--- src/rtl/mtrr_pkg.sv ---
// Shared types, constants and helpers for the MTRR memory type resolver.
// No dependencies; imported by mtrr_range_cmp and mtrr_memory_type_resolver.
`timescale 1ns / 1ps

package mtrr_pkg;

    localparam int ADDR_W         = 52;
    localparam int WORD_W         = 64;
    localparam int TYPE_W         = 8;
    localparam int IDX_W          = 4;
    localparam int OP_W           = 2;
    localparam int FIXED_WORDS    = 11;
    localparam int FIX_IDX_W      = 4;
    localparam int LANE_W         = 3;
    localparam int VAR_RANGES_DEF = 8;
    localparam int VAR_COUNT_W    = 4;
    localparam int VAR_COUNT_RST  = 8;
    localparam int PA_BITS_W      = 6;
    localparam int PA_MIN         = 36;
    localparam int PA_MAX         = 52;
    localparam int VALID_BIT      = 11;
    localparam int PAGE_BITS      = 12;
    localparam int LOW_MEG_BITS   = 20;
    localparam int CFG_ADDR_W     = 3;
    localparam int CFG_DATA_W     = 8;
    localparam int S_DATA_W       = 120;
    localparam int M_DATA_W       = 16;

    localparam logic [TYPE_W-1:0] TYPE_UC = 8'h00;
    localparam logic [TYPE_W-1:0] TYPE_WC = 8'h01;
    localparam logic [TYPE_W-1:0] TYPE_WT = 8'h04;
    localparam logic [TYPE_W-1:0] TYPE_WP = 8'h05;
    localparam logic [TYPE_W-1:0] TYPE_WB = 8'h06;

    typedef enum logic [OP_W-1:0] {
        OP_LOOKUP   = 2'd0,
        OP_WR_FIXED = 2'd1,
        OP_WR_BASE  = 2'd2,
        OP_WR_MASK  = 2'd3
    } op_t;

    typedef enum logic [CFG_ADDR_W-1:0] {
        CFG_MTRR_EN   = 3'd0,
        CFG_FIXED_EN  = 3'd1,
        CFG_DEF_TYPE  = 3'd2,
        CFG_VAR_COUNT = 3'd3,
        CFG_PA_BITS   = 3'd4
    } cfg_idx_t;

    typedef enum logic [2:0] {
        ST_IDLE,
        ST_CHECK,
        ST_FIXED,
        ST_SCAN,
        ST_FINISH
    } state_t;

    typedef struct packed {
        logic              hit;
        logic [TYPE_W-1:0] mtype;
    } range_hit_t;

    typedef struct packed {
        logic [FIX_IDX_W-1:0] word;
        logic [LANE_W-1:0]    lane;
    } fixed_pos_t;

    function automatic logic legal_type(input logic [TYPE_W-1:0] t);
        return (t == TYPE_UC) || (t == TYPE_WC) || (t == TYPE_WT) ||
               (t == TYPE_WP) || (t == TYPE_WB);
    endfunction

    // 64K lanes in word 0, 16K lanes in words 1..2, 4K lanes in words 3..10
    function automatic fixed_pos_t fixed_sel(input logic [LOW_MEG_BITS-1:0] a);
        fixed_pos_t p;
        if (!a[19]) begin
            p.word = '0;
            p.lane = a[18:16];
        end else if (!a[18]) begin
            p.word = FIX_IDX_W'(1) + {3'b000, a[17]};
            p.lane = a[16:14];
        end else begin
            p.word = FIX_IDX_W'(3) + {1'b0, a[17:15]};
            p.lane = a[14:12];
        end
        return p;
    endfunction

    // all-ones below the saturated physical address width
    function automatic logic [ADDR_W-1:0] addr_mask(input logic [PA_BITS_W-1:0] bits);
        logic [PA_BITS_W-1:0] sat;
        sat = bits;
        if (bits < PA_BITS_W'(PA_MIN)) sat = PA_BITS_W'(PA_MIN);
        if (bits > PA_BITS_W'(PA_MAX)) sat = PA_BITS_W'(PA_MAX);
        return ~({ADDR_W{1'b1}} << sat);
    endfunction

endpackage

--- src/rtl/mtrr_range_cmp.sv ---
// Variable range match unit: one base/mask pair against one address.
// Depends on mtrr_pkg.
`timescale 1ns / 1ps

module mtrr_range_cmp (
    input  logic [mtrr_pkg::ADDR_W-1:0] addr,
    input  logic [mtrr_pkg::WORD_W-1:0] base,
    input  logic [mtrr_pkg::WORD_W-1:0] mask,
    input  logic [mtrr_pkg::ADDR_W-1:0] last_mask,
    output mtrr_pkg::range_hit_t        hit
);
    import mtrr_pkg::*;

    logic [ADDR_W-1:0] range_begin;
    logic [ADDR_W-1:0] range_len;
    logic [ADDR_W:0]   diff;

    assign range_begin = {base[ADDR_W-1:PAGE_BITS], {PAGE_BITS{1'b0}}};
    assign range_len   = ~{mask[ADDR_W-1:PAGE_BITS], {PAGE_BITS{1'b0}}} & last_mask;
    // borrow out means address below begin; otherwise offset against length
    assign diff        = {1'b0, addr} - {1'b0, range_begin};

    assign hit.hit   = mask[VALID_BIT] && !diff[ADDR_W] && (diff[ADDR_W-1:0] <= range_len);
    assign hit.mtype = base[TYPE_W-1:0];

endmodule

--- src/rtl/mtrr_memory_type_resolver.sv ---
// MTRR memory type resolver, top level; depends on mtrr_pkg and mtrr_range_cmp.
// A write word passes through ST_FINISH; a lookup passes ST_CHECK, then ST_FINISH directly
// (disabled or out of width), via ST_FIXED (fixed range) or via ST_SCAN, which walks
// var_count pairs (capped at VAR_RANGES) one a cycle through a single range compare unit.
// Only one word is in flight at a time; a result held back by m_tready stalls the next word.
// Reset (aresetn, synchronous, active low) clears all tables and config to defaults.
`timescale 1ns / 1ps

module mtrr_memory_type_resolver #(
    parameter int VAR_RANGES = mtrr_pkg::VAR_RANGES_DEF
) (
    input  logic                              aclk,
    input  logic                              aresetn,
    // config write port
    input  logic                              cfg_wr_en,
    input  logic [mtrr_pkg::CFG_ADDR_W-1:0]   cfg_addr,
    input  logic [mtrr_pkg::CFG_DATA_W-1:0]   cfg_wdata,
    // input stream
    input  logic                              s_tvalid,
    output logic                              s_tready,
    input  logic [mtrr_pkg::S_DATA_W-1:0]     s_tdata,  // entry_index, write_value, address
    input  logic [mtrr_pkg::OP_W-1:0]         s_tuser,  // operation
    // result stream
    output logic                              m_tvalid,
    input  logic                              m_tready,
    output logic [mtrr_pkg::M_DATA_W-1:0]     m_tdata,  // mem_type, conflict, bad_type, pad
    output logic                              m_tuser   // is_lookup
);
    import mtrr_pkg::*;

    localparam int VIDX_W = (VAR_RANGES > 1) ? $clog2(VAR_RANGES) : 1;
    localparam int CNT_W  = $clog2(VAR_RANGES + 1);
    localparam int N_RST  = (VAR_COUNT_RST < VAR_RANGES) ? VAR_COUNT_RST : VAR_RANGES;
    localparam logic [VAR_COUNT_W:0] VR_LIM = (VAR_COUNT_W + 1)'(VAR_RANGES);

    // input word fields
    logic [IDX_W-1:0]  in_idx;
    logic [WORD_W-1:0] in_value;
    logic [ADDR_W-1:0] in_addr;
    op_t               in_op;

    assign in_idx   = s_tdata[IDX_W-1:0];
    assign in_value = s_tdata[IDX_W+WORD_W-1:IDX_W];
    assign in_addr  = s_tdata[IDX_W+WORD_W+ADDR_W-1:IDX_W+WORD_W];
    assign in_op    = op_t'(s_tuser);

    // config
    logic              mtrr_en_reg;
    logic              fixed_en_reg;
    logic [TYPE_W-1:0] def_type_reg;
    logic [CNT_W-1:0]  var_n_reg;
    logic [ADDR_W-1:0] last_mask_reg;
    logic [VAR_COUNT_W:0] cfg_cnt;

    assign cfg_cnt = {1'b0, cfg_wdata[VAR_COUNT_W-1:0]};

    always_ff @(posedge aclk) begin
        if (!aresetn) begin
            mtrr_en_reg   <= 1'b0;
            fixed_en_reg  <= 1'b0;
            def_type_reg  <= TYPE_UC;
            var_n_reg     <= CNT_W'(N_RST);
            last_mask_reg <= addr_mask(PA_BITS_W'(PA_MIN));
        end else if (cfg_wr_en) begin
            case (cfg_addr)
                CFG_MTRR_EN:   mtrr_en_reg  <= cfg_wdata[0];
                CFG_FIXED_EN:  fixed_en_reg <= cfg_wdata[0];
                CFG_DEF_TYPE:  def_type_reg <= cfg_wdata[TYPE_W-1:0];
                CFG_VAR_COUNT: var_n_reg    <= (cfg_cnt > VR_LIM) ? CNT_W'(VR_LIM)
                                                                  : CNT_W'(cfg_cnt);
                CFG_PA_BITS:   last_mask_reg <= addr_mask(cfg_wdata[PA_BITS_W-1:0]);
                default: ;
            endcase
        end
    end

    // range tables
    logic [WORD_W-1:0] fixed_words_reg [FIXED_WORDS];
    logic [WORD_W-1:0] var_base_reg    [VAR_RANGES];
    logic [WORD_W-1:0] var_mask_reg    [VAR_RANGES];
    logic              fix_we, base_we, mask_we;
    logic              fix_idx_ok, var_idx_ok;

    assign fix_idx_ok = in_idx < IDX_W'(FIXED_WORDS);
    assign var_idx_ok = {1'b0, in_idx} < VR_LIM;

    always_ff @(posedge aclk) begin
        if (!aresetn) begin
            for (int i = 0; i < FIXED_WORDS; i++) fixed_words_reg[i] <= '0;
            for (int i = 0; i < VAR_RANGES; i++) begin
                var_base_reg[i] <= '0;
                var_mask_reg[i] <= '0;
            end
        end else begin
            if (fix_we)  fixed_words_reg[in_idx[FIX_IDX_W-1:0]] <= in_value;
            if (base_we) var_base_reg[in_idx[VIDX_W-1:0]] <= in_value;
            if (mask_we) var_mask_reg[in_idx[VIDX_W-1:0]] <= in_value;
        end
    end

    // sequencer state
    state_t            state_reg, state_next;
    logic [ADDR_W-1:0] addr_reg, addr_next;
    logic [CNT_W-1:0]  idx_reg, idx_next;
    logic              have_reg, have_next;
    logic              any_uc_reg, any_uc_next;
    logic              mixed_reg, mixed_next;
    logic [TYPE_W-1:0] acc_reg, acc_next;
    logic [TYPE_W-1:0] pend_type_reg, pend_type_next;
    logic              pend_conflict_reg, pend_conflict_next;
    logic              pend_lookup_reg, pend_lookup_next;
    logic              out_valid_reg, out_valid_next;
    logic [TYPE_W-1:0] out_type_reg, out_type_next;
    logic              out_conflict_reg, out_conflict_next;
    logic              out_bad_reg, out_bad_next;
    logic              out_lookup_reg, out_lookup_next;

    // shared range compare, walked over the pairs by idx_reg
    range_hit_t        rhit;
    fixed_pos_t        fpos;
    logic [WORD_W-1:0] fword;

    mtrr_range_cmp u_range_cmp (
        .addr      (addr_reg),
        .base      (var_base_reg[idx_reg[VIDX_W-1:0]]),
        .mask      (var_mask_reg[idx_reg[VIDX_W-1:0]]),
        .last_mask (last_mask_reg),
        .hit       (rhit)
    );

    assign fpos  = fixed_sel(addr_reg[LOW_MEG_BITS-1:0]);
    assign fword = fixed_words_reg[fpos.word];

    assign s_tready = (state_reg == ST_IDLE);

    always_comb begin
        state_next         = state_reg;
        addr_next          = addr_reg;
        idx_next           = idx_reg;
        have_next          = have_reg;
        any_uc_next        = any_uc_reg;
        mixed_next         = mixed_reg;
        acc_next           = acc_reg;
        pend_type_next     = pend_type_reg;
        pend_conflict_next = pend_conflict_reg;
        pend_lookup_next   = pend_lookup_reg;
        out_valid_next     = out_valid_reg && !m_tready;
        out_type_next      = out_type_reg;
        out_conflict_next  = out_conflict_reg;
        out_bad_next       = out_bad_reg;
        out_lookup_next    = out_lookup_reg;
        fix_we             = 1'b0;
        base_we            = 1'b0;
        mask_we            = 1'b0;

        case (state_reg)
            ST_IDLE: begin
                if (s_tvalid) begin
                    pend_type_next     = TYPE_UC;
                    pend_conflict_next = 1'b0;
                    pend_lookup_next   = 1'b0;
                    state_next         = ST_FINISH;
                    case (in_op)
                        OP_LOOKUP: begin
                            addr_next  = in_addr;
                            state_next = ST_CHECK;
                        end
                        OP_WR_FIXED: fix_we  = fix_idx_ok;
                        OP_WR_BASE:  base_we = var_idx_ok;
                        OP_WR_MASK:  mask_we = var_idx_ok;
                        default: ;
                    endcase
                end
            end
            ST_CHECK: begin
                pend_lookup_next   = 1'b1;
                pend_conflict_next = 1'b0;
                if (!mtrr_en_reg || |(addr_reg & ~last_mask_reg)) begin
                    pend_type_next = TYPE_UC;
                    state_next     = ST_FINISH;
                end else if (fixed_en_reg && addr_reg[ADDR_W-1:LOW_MEG_BITS] == '0) begin
                    state_next = ST_FIXED;
                end else begin
                    idx_next    = '0;
                    have_next   = 1'b0;
                    any_uc_next = 1'b0;
                    mixed_next  = 1'b0;
                    acc_next    = TYPE_UC;
                    state_next  = ST_SCAN;
                end
            end
            ST_FIXED: begin
                pend_type_next = fword[{fpos.lane, 3'b000} +: TYPE_W];
                state_next     = ST_FINISH;
            end
            ST_SCAN: begin
                if (idx_reg == var_n_reg) begin
                    if (any_uc_reg) begin
                        pend_type_next = TYPE_UC;
                    end else if (mixed_reg) begin
                        pend_type_next     = TYPE_UC;
                        pend_conflict_next = 1'b1;
                    end else if (have_reg) begin
                        pend_type_next = acc_reg;
                    end else begin
                        pend_type_next = def_type_reg;
                    end
                    state_next = ST_FINISH;
                end else begin
                    idx_next = idx_reg + CNT_W'(1);
                    if (rhit.hit) begin
                        if (rhit.mtype == TYPE_UC) begin
                            any_uc_next = 1'b1;
                        end else if (!have_reg) begin
                            acc_next  = rhit.mtype;
                            have_next = 1'b1;
                        end else if (rhit.mtype != acc_reg) begin
                            // WT and WB together resolve to WT
                            if ((rhit.mtype == TYPE_WT && acc_reg == TYPE_WB) ||
                                (rhit.mtype == TYPE_WB && acc_reg == TYPE_WT))
                                acc_next = TYPE_WT;
                            else
                                mixed_next = 1'b1;
                        end
                    end
                end
            end
            ST_FINISH: begin
                if (!out_valid_reg || m_tready) begin
                    out_valid_next    = 1'b1;
                    out_type_next     = pend_type_reg;
                    out_conflict_next = pend_conflict_reg;
                    out_bad_next      = !legal_type(pend_type_reg);
                    out_lookup_next   = pend_lookup_reg;
                    state_next        = ST_IDLE;
                end
            end
            default: state_next = ST_IDLE;
        endcase
    end

    always_ff @(posedge aclk) begin
        if (!aresetn) begin
            state_reg     <= ST_IDLE;
            out_valid_reg <= 1'b0;
        end else begin
            state_reg     <= state_next;
            out_valid_reg <= out_valid_next;
        end
    end

    always_ff @(posedge aclk) begin
        addr_reg          <= addr_next;
        idx_reg           <= idx_next;
        have_reg          <= have_next;
        any_uc_reg        <= any_uc_next;
        mixed_reg         <= mixed_next;
        acc_reg           <= acc_next;
        pend_type_reg     <= pend_type_next;
        pend_conflict_reg <= pend_conflict_next;
        pend_lookup_reg   <= pend_lookup_next;
        out_type_reg      <= out_type_next;
        out_conflict_reg  <= out_conflict_next;
        out_bad_reg       <= out_bad_next;
        out_lookup_reg    <= out_lookup_next;
    end

    assign m_tvalid = out_valid_reg;
    assign m_tdata  = {{(M_DATA_W - TYPE_W - 2){1'b0}}, out_bad_reg, out_conflict_reg,
                       out_type_reg};
    assign m_tuser  = out_lookup_reg;

    // a conflict always answers UC, which is legal
    a_conflict_uc: assert property (@(posedge aclk) disable iff (!aresetn)
        out_valid_reg && out_conflict_reg |-> out_type_reg == TYPE_UC && !out_bad_reg)
        else $error("conflict word without UC type");

    a_write_ack: assert property (@(posedge aclk) disable iff (!aresetn)
        out_valid_reg && !out_lookup_reg |->
            out_type_reg == TYPE_UC && !out_conflict_reg && !out_bad_reg)
        else $error("write acknowledge carries lookup fields");

    a_one_at_a_time: assert property (@(posedge aclk) disable iff (!aresetn)
        s_tvalid && s_tready |=> !s_tready)
        else $error("word accepted while previous one in flight");

    a_scan_bound: assert property (@(posedge aclk) disable iff (!aresetn)
        state_reg == ST_SCAN |-> idx_reg <= var_n_reg)
        else $error("pair walk ran past var_count");

endmodule
--- config.mk ---
export PLATFORM = sky130hd
export DESIGN_NAME = mtrr_memory_type_resolver
export DESIGN_NICKNAME = d
export VERILOG_FILES = /design/src/rtl/mtrr_pkg.sv /design/src/rtl/mtrr_range_cmp.sv /design/src/rtl/mtrr_memory_type_resolver.sv
export SDC_FILE = /design/constraint.sdc
export NUM_CORES = 2
export LEC_CHECK = 0
export ABC_AREA = 1
export BUFFER_PORTS_ARGS = -buffer_cell sky130_fd_sc_hd__clkbuf_2
export CAP_MARGIN = 30
export CORE_ASPECT_RATIO = 0.6
export CORE_MARGIN = 2
export CORE_UTILIZATION = 35
export DETAILED_ROUTE_END_ITERATION = 10
export PLACE_DENSITY = 0.59
export RECOVER_POWER = 50
export SLEW_MARGIN = 10
export SYNTH_ARGS = -nofsm -noshare
export SYNTH_HDL_FRONTEND = slang
export SYNTH_SLANG_ARGS = --single-unit
--- constraint.sdc ---
create_clock -name aclk -period 6.55 [get_ports aclk]
set_clock_uncertainty 0.05 [all_clocks]
set_input_delay 1.6375 -clock aclk [delete_from_list [all_inputs] [get_ports aclk]]
set_output_delay 1.6375 -clock aclk [all_outputs]
set_load 0.02 [all_outputs]
# Yosys cells after proc, flatten, opt, wreduce, memory -nomap -nowiden
# Memory sizes are Yosys's and may differ from the RTL's. A register that Yosys moved wholly into a read port is not among the register bits.
# Index checks and enable logic that the tools add are counted.
[classes]
n_addsub = 4
magnitude_cmp = 6
eq_ne = 38
shift = 2
n_mux = 90
bitwise = 5
reduce_logical = 48
[op_table]
columns = ["operator", "n"]
rows = [
  ["$mux W64", 3],
  ["$reduce_or A64 Y1", 3],
  ["$not A52 Y52", 3],
  ["$mux W8", 14],
  ["$and A52 B52 Y52", 2],
  ["$shiftx A64 B7 Y8", 1],
  ["$eq A8 B3 Y1 const B", 7],
  ["$sub A52 B52 Y53", 1],
  ["$le A52 B52 Y1", 1],
  ["$reduce_or A52 Y1", 1],
  ["$shl A52 B6 Y52 const A", 1],
  ["$mux W1", 43],
  ["$logic_not A32 Y1", 1],
  ["$pmux W8 S4", 1],
  ["$mux W6", 5],
  ["$ne A2 B2 Y1 const B", 15],
  ["$mux W3", 9],
  ["$mux W4", 5],
  ["$logic_not A8 Y1", 2],
  ["$pmux W8 S2", 1],
  ["$pmux W3 S5", 1],
  ["$mux W7", 2],
  ["$reduce_and A2 Y1", 7],
  ["$eq A3 B2 Y1 const B", 4],
  ["other kinds (32)", 60],
]
[totals]
ff_bits = 158
ramBits = 1728
inputBits = 138
word_cells = 216
memories = 3
[mem_list]
columns = ["memory", "depth", "width", "rd", "rd_ports_with_merged_regs", "write_ports", "line_no", "source"]
rows = [
  ["fixed_words_reg", 11, 64, 1, 0, 11, "mtrr_memory_type_resolver.sv:78", "logic [WORD_W-1:0] fixed_words_reg [FIXED_WORDS];"],
  ["var_base_reg", 8, 64, 1, 1, 8, "mtrr_memory_type_resolver.sv:79", "logic [WORD_W-1:0] var_base_reg [VAR_RANGES];"],
  ["var_mask_reg", 8, 64, 1, 1, 8, "mtrr_memory_type_resolver.sv:80", "logic [WORD_W-1:0] var_mask_reg [VAR_RANGES];"],
]

# Depth between registers and ports, before layout
[depth]
ltp_word = 10
depth_mapped = 37

# By module
# A second synthesis with hierarchy kept.
[hier_totals]
hier_cells = 9976
area_unflattened_um2 = 99267.7
[modules_own_cells]
columns = ["module", "instances", "cells_each", "area_per_inst_um2"]
rows = [
  ["mtrr_memory_type_resolver", 1, 9148, 94847.2],
  ["mtrr_range_cmp", 1, 828, 4420.5],
]

# Worst setup path after synthesis
# OpenSTA, ideal clock, no wires.
[synth_timing]
path_kind = "input port to flip-flop"
start = "in s_tdata[0] (netlist name)"
end = "mem fixed_words_reg[9][0] (enable)"
arrival_time_ns = 5.436
required_time_ns = 6.013
slack_ns = 0.578
path_stages = 10
path_buffers = 2
cell_sequence = "buf_2 inv_1 nor3_1 o21ai_0 nand2_1 nor2_2 buf_4 o21ai_0 inv_1 nor2_1"
[synth_rtl]
columns = ["element", "line_no", "source"]
rows = [
  ["start, declared", "mtrr_memory_type_resolver.sv:21", "input logic [mtrr_pkg::S_DATA_W-1:0] s_tdata,"],
  ["end, declared", "mtrr_memory_type_resolver.sv:78", ""],
]

==> impl_metrics.tcl <==
set metrics [dict create \
    layout.nets 8972 \
    drc 0 \
    worstSetupEndpointType "flop" \
    dp_hpwl_um 196000 \
    dpl_cell_area_mm2 0.0918 \
    status "finished, violations left" \
    cts_hold_buf 0 \
    synth-warning-count 0 \
    layout-drive-gt1-share_pct 7.87 \
    io_pins 157 \
    grt_max_degree 166 \
    root_buffer "clkbuf_16" \
    timing.slew.headroom_pct -171 \
    cpMostUsedCell "clkbuf_1" \
    final_core_util_pct 40.1 \
    critPathTopFamily "buffers and inverters" \
    fp.coreArea_mm2 0.243 \
    grt.total_usage_pct 24.5 \
    areaGrowthSynthToFinish_pct 14.0 \
    dieArea_mm2 0.248 \
    routabilityCongestion 0.946 \
    finalSetupTns_ps 0 \
    vias_per_cell 5.49 \
    rsz0062_at_grt "false" \
    initial_utilization_pct 35.2 \
    grt_pass1_wl_um 446000 \
    final_area_mm2 0.0974 \
    p_leak_nw 36.6 \
    numCtsBuffers 187 \
    row_count 140 \
    cts_max_level 4 \
    first_global_vias 62600 \
    maxSlewViolCount 1506 \
    antenna_found_initial 21 \
    totalPowerFinal_mw 27.0 \
    drtIter0Drc 9097 \
    ys_ff_latch 1897 \
    synthCells 8449 \
    crit_slowest_cell "clkbuf_1" \
    peakVddDrop_v 0.000206 \
    dp_slack_ps 596 \
    ctsResizeCount 0 \
    cp-start-kind "input port" \
    ys_seq_area_share_pct 65.1 \
    cts_setup_buffers 0 \
    dp.cells 11800 \
    cts_tree "done" \
    critPathKind "input port to flop" \
    hold_viol 0 \
    portBuffers 150 \
    die_w_um 642 \
    cp_max_fo 25 \
    min_period_ps 6230 \
    setup_viol 0 \
    timing.hold.ws_ps 382 \
    numClockSinks 1897 \
    fin_ws_ps 316 \
    instances_no_fill 12200 \
    wirelength_um 313000 \
    syn_area_per_cell_um2 10.1 \
    min_path_type "flop to flop" \
    worstPathCellList "clkbuf_1 > inv_1 > nor2_1 > inv_1 > nor4_1 > clkbuf_1 > nand2_1 > nand2_1 > clkbuf_1" \
    cp.arrival_ps 6560 \
    worst_pin_slew_ps 4070 \
    syn_area_mm2 0.0854 \
    wl_per_cell_um 25.8 \
    crit_buf_inv 5 \
    maxCapViolCount 48 \
    postRouteAntennaNets 0 \
    clk_latency_ps 880 \
    pwr_density_cell_mw_per_mm2 277 \
    die_y_um 387 \
    synthDistinctLibCells 54 \
    max_freq_mhz 160 \
    worstPathRequired_ps 6870 \
    clk_pin_slew_ps 70 \
    grt_overflow 0 \
    post-route-period-util_pct 95.2 \
    num_vias 66800 \
    drt_first_pass_iters 6 \
    cts.path.max_buffers 4 \
    largest_register_ff_count 1024 \
    slowest_delay_ps 1650 \
    violations "capacitance limit, slew limit" \
    n_fill_cell 23400 \
]
-- worst reg2reg max path: stages (launching register included) --
cell	delay, ps
dfxtp_4	430
inv_4	420
buf_12	300
buf_4	300
o21ai_0	110
o221ai_1	150
o21ai_0	210
ha_1	470
nand2_1	170
o21ai_0	710
a21oi_1	130
nand3_1	310
a31oi_1	230
xnor2_1	220
ha_1	300
nand2_1	50
nor4_1	180
buf_4	170
nand2_1	50
nor2_1	140
nand4_1	110
nand2_1	190
nand2_1	80
nand2_1	80
nand2_1	80
nor2_1	100
buf_4	190
-- cells in the mapped netlist, drive strengths merged --
cell type	number	area, um2
xor2	32	280
or3	15	93.8
o211ai	30	225
a21boi	3	22.5
ha	95	1190
a211oi	17	173
fa	1	20.0
or2	16	100
buf	216	1100
o21a	4	30.0
nand4	109	682
edfxtp	1760	52900
and2	1	6.26
o221ai	40	350
nor2	1754	6610
nand3	1020	5110
conb	1	3.75
o2111ai	6	52.6
o21bai	5	37.5
nor3	34	198
a32o	1	10.0
xnor2	15	131
clkbuf	395	1480
a221oi	81	709
dfxtp	137	2740
nand3b	1	7.51
inv	314	1180
clkinv	81	304
and3	1	6.26
a22oi	1	7.51
or3b	25	219
a21o	5	37.5
nand2	1492	5610
nor4	11	81.3
a311oi	2	17.5
a21oi	309	1550
o22ai	56	350
a31oi	10	62.6
o21ai	353	1770
-- routing by layer --
layer | routed length (um) | GRT usage [%] | share of wire (%) | vias up
met5 | 76 | 0 | 0.024 | -
met4 | 9700 | 7.30 | 3.1 | 12
met3 | 41700 | 6.94 | 13 | 518
met2 | 125000 | 33.6 | 40 | 4073
met1 | 137000 | 37.0 | 44 | 32800
li1 | - | - | - | 29400
-- final timing paths --
kind,start,endpoint,slack (ps),cells past startpoint
worst max-delay path,aresetn,var_base_reg[6][16]$_SDFFCE_PN0P_,320,9
worst min-delay path,pend_conflict_reg$_DFFE_PP_,out_conflict_reg$_DFFE_PP_,380,0
worst max register to register,flop,acc_reg[6]$_SDFFCE_PN0P_,370,26
worst min register to register,pend_conflict_reg$_DFFE_PP_,out_conflict_reg$_DFFE_PP_,380,0
-- cells by family (layout without fill, tap and decap cells) --
kind of cell	Yosys count	count (layout)	share of synthesized area, %
AO/OA/AOI/OAI	923	923	6.32
XOR/XNOR	47	47	0.482
adder cells (fa/ha/maj)	96	96	1.42
buffers and inverters	1006	1115	4.76
flip-flops	1897	1897	65.1
other	1	330	0.00439
AND/OR/NAND/NOR	4479	4479	21.9
-- power by group --
part	total, mW	switching, mW	internal, mW	leakage, nW
clock network	10.8	4.79	6.03	2.88
registers	13.8	0.153	13.7	19.1
logic	2.32	1.73	0.594	14.6
-- placed cells by master (no fill, tap or decap), drive strengths merged, types with 137 or more instances in the layout --
master | synthesis | routed
conb | 1 | 326
edfxtp | 1760 | 1760
dfxtp | 137 | 137
o21ai | 353 | 353
buf | 216 | 192
inv | 314 | 318
nand3 | 1020 | 1020
clkbuf | 395 | 453
nand2 | 1492 | 1492
nor2 | 1754 | 1754
a21oi | 309 | 309
-- area by class of cell --
class | count | area (um2) | area share, %
Sequential cell | 1897 | 55600 | 57.1
Multi-Input combinational cell | 5871 | 27200 | 27.9
Clock buffer | 260 | 5190 | 5.33
Tap cell | 3266 | 4090 | 4.20
Timing Repair Buffer | 386 | 3120 | 3.20
Inverter | 395 | 1500 | 1.54
Clock inverter | 74 | 714 | 0.734
Antenna cell | 4 | 10.0 | 0.0103
No activity file was read; power rests on OpenSTA's default activity.
